`src/format_spec_parser_assert.svh`:
```
// Assertion macros used by the parser's back stage.
`ifndef FORMAT_SPEC_PARSER_ASSERT_SVH
`define FORMAT_SPEC_PARSER_ASSERT_SVH

// Same-cycle implication, checked outside reset.
`define FSP_ASSERT_IMP(label, ante, cons, msg) \
    label: assert property (@(posedge clk) disable iff (!rst_n) (ante) |-> (cons)) \
        else $error(msg);

// Next-cycle implication, checked outside reset.
`define FSP_ASSERT_NXT(label, ante, cons, msg) \
    label: assert property (@(posedge clk) disable iff (!rst_n) (ante) |=> (cons)) \
        else $error(msg);

`endif

```
`src/fsp_pkg.sv`:
```
// Types and constants of the format specification parser.
`default_nettype none

package fsp_pkg;

    localparam logic [7:0] CH_HASH  = 8'h23;
    localparam logic [7:0] CH_ZERO  = 8'h30;
    localparam logic [7:0] CH_NINE  = 8'h39;
    localparam logic [7:0] CH_PLUS  = 8'h2B;
    localparam logic [7:0] CH_MINUS = 8'h2D;
    localparam logic [7:0] CH_SPACE = 8'h20;
    localparam logic [7:0] CH_DOT   = 8'h2E;
    localparam logic [7:0] CH_H     = 8'h68;
    localparam logic [7:0] CH_L     = 8'h6C;
    localparam logic [7:0] CH_J     = 8'h6A;
    localparam logic [7:0] CH_Z     = 8'h7A;

    localparam int FLAG_HASH  = 0;
    localparam int FLAG_ZERO  = 1;
    localparam int FLAG_PLUS  = 2;
    localparam int FLAG_MINUS = 3;
    localparam int FLAG_SPACE = 4;

    localparam int TOKQ_DEPTH = 4;
    localparam int RESQ_DEPTH = 2;

    typedef enum logic [2:0] {
        KIND_FLAG,
        KIND_DIGIT,
        KIND_DOT,
        KIND_H,
        KIND_L,
        KIND_J,
        KIND_Z,
        KIND_OTHER
    } fsp_kind_t;

    typedef enum logic [2:0] {
        PH_FLAGS,
        PH_WIDTH,
        PH_PREC,
        PH_LEN_H,
        PH_LEN_L,
        PH_CONV
    } fsp_phase_t;

    typedef enum logic [2:0] {
        LEN_NONE,
        LEN_HH,
        LEN_H,
        LEN_L,
        LEN_LL,
        LEN_J,
        LEN_Z
    } fsp_len_t;

    typedef struct packed {
        logic [7:0] byte_in;
        logic       start_req;
    } fsp_in_t;

    typedef struct packed {
        logic        start;
        logic [7:0]  char_val;
        logic [4:0]  flag_mask;
        logic [3:0]  digit;
        fsp_kind_t   kind;
    } fsp_tok_t;

    typedef struct packed {
        logic        hash_flag;
        logic        zero_flag;
        logic        plus_flag;
        logic        minus_flag;
        logic        space_flag;
        logic        width_given;
        logic [15:0] field_width;
        logic        precision_given;
        logic [15:0] precision_value;
        logic [2:0]  length_code;
        logic [7:0]  conv_char;
        logic [7:0]  spec_length;
    } fsp_out_t;

endpackage

`default_nettype wire

```
`src/fsp_fifo.sv`:
```
// Small first-in first-out queue used for the parser's token and result queues.
`default_nettype none

module fsp_fifo #(
    parameter type item_t = logic [7:0],
    parameter int  DEPTH  = 2
) (
    input  wire logic  clk,
    input  wire logic  rst_n,
    input  wire logic  push,
    input  wire item_t wr_data,
    output logic       full,
    input  wire logic  pop,
    output item_t      rd_data,
    output logic       empty
);

    localparam int AW = $clog2(DEPTH);

    item_t          mem_reg [DEPTH];
    logic [AW-1:0]  wr_ptr_reg;
    logic [AW-1:0]  rd_ptr_reg;
    logic [AW:0]    count_reg;
    logic           do_push;
    logic           do_pop;

    assign full    = (count_reg == (AW+1)'(DEPTH));
    assign empty   = (count_reg == '0);
    assign do_push = push && !full;
    assign do_pop  = pop && !empty;
    assign rd_data = mem_reg[rd_ptr_reg];

    always_ff @(posedge clk)
    begin
        if (do_push)
        begin
            mem_reg[wr_ptr_reg] <= wr_data;
        end
    end

    always_ff @(posedge clk or negedge rst_n)
    begin
        if (!rst_n)
        begin
            wr_ptr_reg <= '0;
            rd_ptr_reg <= '0;
            count_reg  <= '0;
        end
        else
        begin
            if (do_push)
            begin
                wr_ptr_reg <= wr_ptr_reg + 1'b1;
            end
            if (do_pop)
            begin
                rd_ptr_reg <= rd_ptr_reg + 1'b1;
            end
            unique case ({do_push, do_pop})
                2'b10:   count_reg <= count_reg + 1'b1;
                2'b01:   count_reg <= count_reg - 1'b1;
                default: count_reg <= count_reg;
            endcase
        end
    end

endmodule

`default_nettype wire

```
`src/fsp_front.sv`:
```
// Front stage: classifies each incoming byte into a parser token.
`default_nettype none

module fsp_front (
    input  wire fsp_pkg::fsp_in_t  item,
    output fsp_pkg::fsp_tok_t      tok
);

    logic [7:0] diff;
    logic       is_digit;

    assign diff     = item.byte_in - fsp_pkg::CH_ZERO;
    assign is_digit = (item.byte_in >= fsp_pkg::CH_ZERO) && (item.byte_in <= fsp_pkg::CH_NINE);

    always_comb
    begin
        tok.start     = item.start_req;
        tok.char_val  = item.byte_in;
        tok.digit     = diff[3:0];
        tok.flag_mask = '0;
        tok.flag_mask[fsp_pkg::FLAG_HASH]  = (item.byte_in == fsp_pkg::CH_HASH);
        tok.flag_mask[fsp_pkg::FLAG_ZERO]  = (item.byte_in == fsp_pkg::CH_ZERO);
        tok.flag_mask[fsp_pkg::FLAG_PLUS]  = (item.byte_in == fsp_pkg::CH_PLUS);
        tok.flag_mask[fsp_pkg::FLAG_MINUS] = (item.byte_in == fsp_pkg::CH_MINUS);
        tok.flag_mask[fsp_pkg::FLAG_SPACE] = (item.byte_in == fsp_pkg::CH_SPACE);

        // A zero is kept as a digit here; the back stage decides by phase.
        priority if (is_digit)
        begin
            tok.kind = fsp_pkg::KIND_DIGIT;
        end
        else if (tok.flag_mask != '0)
        begin
            tok.kind = fsp_pkg::KIND_FLAG;
        end
        else if (item.byte_in == fsp_pkg::CH_DOT)
        begin
            tok.kind = fsp_pkg::KIND_DOT;
        end
        else if (item.byte_in == fsp_pkg::CH_H)
        begin
            tok.kind = fsp_pkg::KIND_H;
        end
        else if (item.byte_in == fsp_pkg::CH_L)
        begin
            tok.kind = fsp_pkg::KIND_L;
        end
        else if (item.byte_in == fsp_pkg::CH_J)
        begin
            tok.kind = fsp_pkg::KIND_J;
        end
        else if (item.byte_in == fsp_pkg::CH_Z)
        begin
            tok.kind = fsp_pkg::KIND_Z;
        end
        else
        begin
            tok.kind = fsp_pkg::KIND_OTHER;
        end
    end

endmodule

`default_nettype wire

```
`src/fsp_back.sv`:
```
// Back stage: parse state machine, decimal accumulation and result build.
`default_nettype none

`include "format_spec_parser_assert.svh"

module fsp_back #(
    parameter int VALUE_BITS = 16
) (
    input  wire logic               clk,
    input  wire logic               rst_n,
    input  wire fsp_pkg::fsp_tok_t  tok,
    input  wire logic               tok_empty,
    output logic                    tok_pop,
    input  wire logic               res_full,
    output logic                    res_push,
    output fsp_pkg::fsp_out_t       res
);

    localparam int AW = VALUE_BITS + 4;
    localparam logic [VALUE_BITS-1:0] MAX_VAL = {VALUE_BITS{1'b1}};

    fsp_pkg::fsp_phase_t    phase_reg, phase_next;
    fsp_pkg::fsp_len_t      len_reg, len_next;
    logic [4:0]             flags_reg, flags_next;
    logic [VALUE_BITS-1:0]  width_reg, width_next;
    logic                   width_seen_reg, width_seen_next;
    logic [VALUE_BITS-1:0]  prec_reg, prec_next;
    logic                   prec_seen_reg, prec_seen_next;
    logic [7:0]             count_reg, count_next;

    logic [VALUE_BITS-1:0]  acc_src;
    logic [AW-1:0]          mac;
    logic [VALUE_BITS-1:0]  acc_sat;
    logic [7:0]             count_inc;
    logic [7:0]             total;
    logic [31:0]            width_ext;
    logic [31:0]            prec_ext;

    assign tok_pop = !tok_empty && !res_full;

    // One shared multiply-by-ten accumulator; a new width starts from zero.
    always_comb
    begin
        unique case (phase_reg)
            fsp_pkg::PH_WIDTH: acc_src = width_reg;
            fsp_pkg::PH_PREC:  acc_src = prec_reg;
            default:           acc_src = '0;
        endcase
        mac     = (AW'(acc_src) << 3) + (AW'(acc_src) << 1) + AW'(tok.digit);
        acc_sat = (mac[AW-1:VALUE_BITS] != '0) ? MAX_VAL : mac[VALUE_BITS-1:0];
    end

    assign count_inc = (count_reg == 8'hFF) ? 8'hFF : count_reg + 8'd1;
    assign total     = (count_inc == 8'hFF) ? 8'hFF : count_inc + 8'd1;
    assign width_ext = 32'(width_reg);
    assign prec_ext  = 32'(prec_reg);

    always_comb
    begin
        res.hash_flag       = flags_reg[fsp_pkg::FLAG_HASH];
        res.zero_flag       = flags_reg[fsp_pkg::FLAG_ZERO];
        res.plus_flag       = flags_reg[fsp_pkg::FLAG_PLUS];
        res.minus_flag      = flags_reg[fsp_pkg::FLAG_MINUS];
        res.space_flag      = flags_reg[fsp_pkg::FLAG_SPACE];
        res.width_given     = width_seen_reg;
        res.field_width     = width_ext[15:0];
        res.precision_given = prec_seen_reg;
        res.precision_value = prec_ext[15:0];
        res.length_code     = len_reg;
        res.conv_char       = tok.char_val;
        res.spec_length     = total;
    end

    always_comb
    begin
        logic emit;
        logic to_len;

        phase_next      = phase_reg;
        len_next        = len_reg;
        flags_next      = flags_reg;
        width_next      = width_reg;
        width_seen_next = width_seen_reg;
        prec_next       = prec_reg;
        prec_seen_next  = prec_seen_reg;
        count_next      = count_reg;
        emit            = 1'b0;
        to_len          = 1'b0;

        if (tok_pop && !tok.start)
        begin
            count_next = count_inc;
            unique case (phase_reg)
                fsp_pkg::PH_FLAGS:
                begin
                    priority if (tok.flag_mask != '0)
                    begin
                        flags_next = flags_reg | tok.flag_mask;
                    end
                    else if (tok.kind == fsp_pkg::KIND_DIGIT)
                    begin
                        width_seen_next = 1'b1;
                        width_next      = acc_sat;
                        phase_next      = fsp_pkg::PH_WIDTH;
                    end
                    else if (tok.kind == fsp_pkg::KIND_DOT)
                    begin
                        prec_seen_next = 1'b1;
                        prec_next      = '0;
                        phase_next     = fsp_pkg::PH_PREC;
                    end
                    else
                    begin
                        to_len = 1'b1;
                    end
                end
                fsp_pkg::PH_WIDTH:
                begin
                    priority if (tok.kind == fsp_pkg::KIND_DIGIT)
                    begin
                        width_next = acc_sat;
                    end
                    else if (tok.kind == fsp_pkg::KIND_DOT)
                    begin
                        prec_seen_next = 1'b1;
                        prec_next      = '0;
                        phase_next     = fsp_pkg::PH_PREC;
                    end
                    else
                    begin
                        to_len = 1'b1;
                    end
                end
                fsp_pkg::PH_PREC:
                begin
                    if (tok.kind == fsp_pkg::KIND_DIGIT)
                    begin
                        prec_next = acc_sat;
                    end
                    else
                    begin
                        to_len = 1'b1;
                    end
                end
                fsp_pkg::PH_LEN_H:
                begin
                    if (tok.kind == fsp_pkg::KIND_H)
                    begin
                        len_next   = fsp_pkg::LEN_HH;
                        phase_next = fsp_pkg::PH_CONV;
                    end
                    else
                    begin
                        emit = 1'b1;
                    end
                end
                fsp_pkg::PH_LEN_L:
                begin
                    if (tok.kind == fsp_pkg::KIND_L)
                    begin
                        len_next   = fsp_pkg::LEN_LL;
                        phase_next = fsp_pkg::PH_CONV;
                    end
                    else
                    begin
                        emit = 1'b1;
                    end
                end
                default:
                begin
                    emit = 1'b1;
                end
            endcase

            // A byte outside the numeric part opens a length modifier or ends the spec.
            if (to_len)
            begin
                unique case (tok.kind)
                    fsp_pkg::KIND_H:
                    begin
                        len_next   = fsp_pkg::LEN_H;
                        phase_next = fsp_pkg::PH_LEN_H;
                    end
                    fsp_pkg::KIND_L:
                    begin
                        len_next   = fsp_pkg::LEN_L;
                        phase_next = fsp_pkg::PH_LEN_L;
                    end
                    fsp_pkg::KIND_J:
                    begin
                        len_next   = fsp_pkg::LEN_J;
                        phase_next = fsp_pkg::PH_CONV;
                    end
                    fsp_pkg::KIND_Z:
                    begin
                        len_next   = fsp_pkg::LEN_Z;
                        phase_next = fsp_pkg::PH_CONV;
                    end
                    default:
                    begin
                        emit = 1'b1;
                    end
                endcase
            end
        end

        res_push = emit;

        if ((tok_pop && tok.start) || emit)
        begin
            phase_next      = fsp_pkg::PH_FLAGS;
            len_next        = fsp_pkg::LEN_NONE;
            flags_next      = '0;
            width_next      = '0;
            width_seen_next = 1'b0;
            prec_next       = '0;
            prec_seen_next  = 1'b0;
            count_next      = '0;
        end
    end

    always_ff @(posedge clk or negedge rst_n)
    begin
        if (!rst_n)
        begin
            phase_reg      <= fsp_pkg::PH_FLAGS;
            len_reg        <= fsp_pkg::LEN_NONE;
            flags_reg      <= '0;
            width_reg      <= '0;
            width_seen_reg <= 1'b0;
            prec_reg       <= '0;
            prec_seen_reg  <= 1'b0;
            count_reg      <= '0;
        end
        else
        begin
            phase_reg      <= phase_next;
            len_reg        <= len_next;
            flags_reg      <= flags_next;
            width_reg      <= width_next;
            width_seen_reg <= width_seen_next;
            prec_reg       <= prec_next;
            prec_seen_reg  <= prec_seen_next;
            count_reg      <= count_next;
        end
    end

    `FSP_ASSERT_IMP(a_res_room, res_push, tok_pop && !res_full, "result written without room")
    `FSP_ASSERT_NXT(a_start_clears, tok_pop && tok.start,
        phase_reg == fsp_pkg::PH_FLAGS && count_reg == 8'd0, "start mark did not clear the parse")
    `FSP_ASSERT_IMP(a_prec_phase, prec_seen_reg,
        phase_reg != fsp_pkg::PH_FLAGS && phase_reg != fsp_pkg::PH_WIDTH,
        "precision seen while still in flags or width")
    `FSP_ASSERT_IMP(a_min_length, res_push, res.spec_length >= 8'd2, "result shorter than two bytes")

endmodule

`default_nettype wire

```
`src/format_spec_parser.sv`:
```
// Top level: accepts one specification byte per cycle, while the token queue is not
// full, from a queue-style input. A result passes the token queue, the back stage and
// the result queue on its way out. The back stage takes one byte per cycle while the
// result queue has room; the token and result queues absorb stalls on either side.
// Reset empties both queues and returns the parse to the flags phase.
`default_nettype none

module format_spec_parser #(
    parameter int VALUE_BITS = 16
) (
    input  wire logic              clk,
    input  wire logic              rst_n,
    input  wire logic              push,
    input  wire fsp_pkg::fsp_in_t  item,
    output logic                   full,
    input  wire logic              pop,
    output fsp_pkg::fsp_out_t      result,
    output logic                   empty
);

    fsp_pkg::fsp_tok_t  tok_in;
    fsp_pkg::fsp_tok_t  tok_out;
    logic               tok_empty;
    logic               tok_pop;
    logic               res_full;
    logic               res_push;
    fsp_pkg::fsp_out_t  res_data;

    fsp_front u_front (
        .item (item),
        .tok  (tok_in)
    );

    fsp_fifo #(
        .item_t (fsp_pkg::fsp_tok_t),
        .DEPTH  (fsp_pkg::TOKQ_DEPTH)
    ) u_tok_q (
        .clk     (clk),
        .rst_n   (rst_n),
        .push    (push),
        .wr_data (tok_in),
        .full    (full),
        .pop     (tok_pop),
        .rd_data (tok_out),
        .empty   (tok_empty)
    );

    fsp_back #(
        .VALUE_BITS (VALUE_BITS)
    ) u_back (
        .clk       (clk),
        .rst_n     (rst_n),
        .tok       (tok_out),
        .tok_empty (tok_empty),
        .tok_pop   (tok_pop),
        .res_full  (res_full),
        .res_push  (res_push),
        .res       (res_data)
    );

    fsp_fifo #(
        .item_t (fsp_pkg::fsp_out_t),
        .DEPTH  (fsp_pkg::RESQ_DEPTH)
    ) u_res_q (
        .clk     (clk),
        .rst_n   (rst_n),
        .push    (res_push),
        .wr_data (res_data),
        .full    (res_full),
        .pop     (pop),
        .rd_data (result),
        .empty   (empty)
    );

endmodule

`default_nettype wire

```
`config.mk`:
```
export PLATFORM = sky130hd
export DESIGN_NAME = format_spec_parser
export DESIGN_NICKNAME = d
export VERILOG_FILES = /design/src/fsp_pkg.sv /design/src/fsp_fifo.sv /design/src/fsp_front.sv /design/src/fsp_back.sv /design/src/format_spec_parser.sv
export VERILOG_INCLUDE_DIRS = /design/src /design/src/src
export SDC_FILE = /design/constraint.sdc
export NUM_CORES = 1
export LEC_CHECK = 0
export BUFFER_PORTS_ARGS = -buffer_cell sky130_fd_sc_hd__buf_2
export CORE_MARGIN = 5
export CORE_UTILIZATION = 30
export DETAILED_ROUTE_END_ITERATION = 10
export GPL_ROUTABILITY_DRIVEN = 1
export PLACE_DENSITY = 0.56
export SYNTH_ARGS = -nofsm -noshare
export SYNTH_HDL_FRONTEND = slang
export SYNTH_SLANG_ARGS = --single-unit
```
`constraint.sdc`:
```
create_clock -name clk -period 10.5 [get_ports clk]
set_input_delay 2.1 -clock clk [delete_from_list [all_inputs] [get_ports clk]]
set_output_delay 2.1 -clock clk [all_outputs]
set_load 0.02 [all_outputs]
```
==> results.json <==
{
  "status": "completed",
  "ys_seq_area_frac": 0.6232,
  "crit_fanout": 17,
  "fin_area_um2": 13180,
  "drtPass1Iterations": 5,
  "nNetsFinal": 955,
  "peakVddDrop_mv": 0.1158,
  "worst-setup-path-type": "reg -> reg",
  "vias": 6919,
  "drc": 0,
  "tns_ns": 0,
  "num_rows": 71,
  "cts_hold_buf": 0,
  "skew_ns": 0.03085,
  "final-hold-violation-count": 0,
  "power.leakage_nw": 5.075,
  "grt_pass1_vias": 6856,
  "cpMostUsedCell": "o21ai_0",
  "clockBufferDepth": 3,
  "max_cap_violations": 0,
  "worstHoldPathType": "reg -> reg",
  "critPathLaunchType": "register",
  "slew_violations": 0,
  "hp-start": "u_back.flags_reg[1]",
  "postLayoutCoreUtil": 0.3500,
  "fill_cells": 3674,
  "die_w_um": 205.2,
  "drtAntennaViolNets": 0,
  "clkLatencyLatePin_ns": 0.54,
  "regArea_um2": 7128,
  "clk_pin_slew_worst_paths_ns": 0.06,
  "arrival_ns": 6.18,
  "largest_reg_flops": 116,
  "grt_max_degree": 65,
  "rsz0062_at_grt": "false",
  "cts_tree": "done",
  "grt_overflow": 0,
  "htree_levels": 1,
  "syn_area_per_cell_um2": 13.75,
  "rr_startpoint": "u_back.phase_reg[1]",
  "power_mw": 3.612,
  "vias_per_cell": 4.832,
  "track_usage": 0.1168,
  "fmax_mhz": 173.7,
  "core_area_um2": 37670,
  "worst_setup_path_end_kind": "register",
  "final_cells": 1432,
  "synth-edff-count": 184,
  "hold_path_depth": 0,
  "root_buffer": "clkbuf_16",
  "drtIter0Drc": 498,
  "ys_async_sr_fraction": 0.2581,
  "n_antenna_cell": 0,
  "crit_start": "u_back.phase_reg[1]",
  "crit_family": "compound AO/OA/AOI/OAI gates",
  "placed_area_um2": 12330,
  "grt_pass1_wl_um": 39490,
  "die-area_um2": 42130,
  "final-setup-viol-count": 0,
  "drive_above_1_share": 0.2280,
  "ys_types": 65,
  "die_h_um": 205.2,
  "placed_cells": 1382,
  "max_stage_delay_ns": 1.02,
  "portBuffers": 72,
  "cpMaxStageDelayCell": "nor2b_1",
  "antenna_found_initial": 0,
  "ff2ff_path_depth": 12,
  "synth_area_um2": 11440,
  "ys.flop_type": "edfxtp_1",
  "netlist_instances": 832,
  "finalCritPeriodShare": 0.5484,
  "crit_chain": "nor2b_1, a22oi_1, nor2_1, fa_1, ha_1, a211oi_1, o21bai_1, o21ai_0, o21ai_0, a311oi_1, nand3_1, a221o_1",
  "cts_setup_buffers": 0,
  "syn_to_final_growth_pct": 15.27,
  "reg2reg_slack_ns": 4.74,
  "path_buf_inv": 0,
  "ys_seq_elements": 248,
  "cts_resized": 0,
  "start_util": 0.3036,
  "syn_nets": 887,
  "gp_congestion": 0.8973,
  "worstMarginPinSlew_ns": 1.237,
  "yosysWarnings": 0,
  "path_depth": 12,
  "required_ns": 10.92,
  "power_density_nw_per_um2": 274.0,
  "avgRoutedWirePerCell_um": 17.24,
  "cts_buffers": 27,
  "relSlewSlack": 0.1737,
  "fin_crit_ns": 5.758,
  "wirelength_um": 24690,
  "cts.sinks": 248,
  "ioPinCount": 73,
  "multi_input_area_um2": 4060,
  "hpwl_um": 16640
}
worst paths after layout:
check | endpoint
max | u_back.prec_reg[14]
min | u_res_q.mem_reg[0][56]
max reg2reg | u_back.prec_reg[14]
min reg2reg | u_res_q.mem_reg[0][56]
max in group asynchronous | u_res_q.rd_ptr_reg
min in group asynchronous | u_back.width_reg[8]
through the flow:
stage               hold slack (ns)  setup slack (ns)
floorplan                    0.4357             5.427
global placement             0.4625             4.988
detailed placement           0.4540             4.714
CTS                          0.4808             4.743
global route                 0.4913             4.336
finish                       0.4749             4.742
synth_stat cells, drive strengths merged (3+ instances only):
cell      n  area share
edfxtp  184        0.48
nor2     70       0.024
dfrtp    64        0.14
mux2     59       0.058
o21ai    48       0.021
ha       39       0.043
nand2    39       0.013
a21oi    33       0.015
clkbuf   26      0.0090
a31oi    21       0.011
inv      20      0.0066
mux4     17       0.034
a22oi    16       0.011
xnor2    16       0.012
buf      15      0.0083
xor2     15       0.011
a221o    13       0.011
nand2b   13      0.0071
nand3    13      0.0057
nor2b    13      0.0071
nor3     13      0.0066
a22o      8      0.0061
a211oi    7      0.0046
and2      7      0.0038
a21o      6      0.0039
and3      5      0.0027
nor3b     5      0.0043
fa        3      0.0053
nand4     3      0.0016
nor4      3      0.0016
o22ai     3      0.0016
o31ai     3      0.0020
or2       3      0.0023
or3       3      0.0016
placed cells by master (no fill, tap or decap), types with 15 or more instances in the layout:
cell / instances
a21oi_1: 32
a22oi_1: 16
a31oi_1: 21
buf_2: 72
clkbuf_16: 28
dfrtp_1: 63
edfxtp_1: 184
ha_1: 39
inv_1: 20
mux2_2: 59
mux4_2: 15
nand2_1: 39
nor2_1: 67
o21ai_0: 47
xnor2_1: 16
xor2_1: 15
cell type report:
class | instances | share of cell area
repair buffers | 80 | 0.03189
multi-input cells | 522 | 0.3080
well taps | 511 | 0.04850
clock inverters | 10 | 0.006739
clock buffers | 40 | 0.05809
inverters | 21 | 0.006074
flip-flops and latches | 248 | 0.5407
cells by family (layout without fill, tap and decap cells):
family                     count (synthesis)  after routing  synth area share
DFF                                      248            248            0.6232
and+or+nand+nor                          195            195           0.08490
AOI/OAI and AO/OA                        176            176            0.1020
muxes                                     78             78           0.09398
buffers and inverters                     62            151           0.02429
adders and majority gates                 42             42           0.04792
xor gates and xnor gates                  31             31           0.02374
power by group:
part           switching (mW)  leakage [nW]  internal (mW)
clock                   0.373         0.420          0.532
combinational           0.802          2.06          0.463
sequential              0.122          2.59           1.32
total                    1.30          5.07           2.32
routing by layer:
layer | GRT usage | share of wire | up-vias
li1 | - | - | 3298
met1 | 0.1746 | 0.48 | 3409
met2 | 0.1807 | 0.45 | 174
met3 | 0.01797 | 0.048 | 38
met4 | 0.02560 | 0.018 | 0
met5 | 0 | 0 | -
worst register-to-register path, stage by stage (launching register included):
cell and delay (ns):
dfrtp_1 0.59, nor2b_1 1.02, a22oi_1 0.27, nor2_1 0.28
fa_1 0.49, ha_1 0.32, a211oi_1 0.24, o21bai_1 0.12
o21ai_0 0.37, o21ai_0 0.24, a311oi_1 0.68, nand3_1 0.55
a221o_1 0.49
Power figures use the tool's default switching activity.
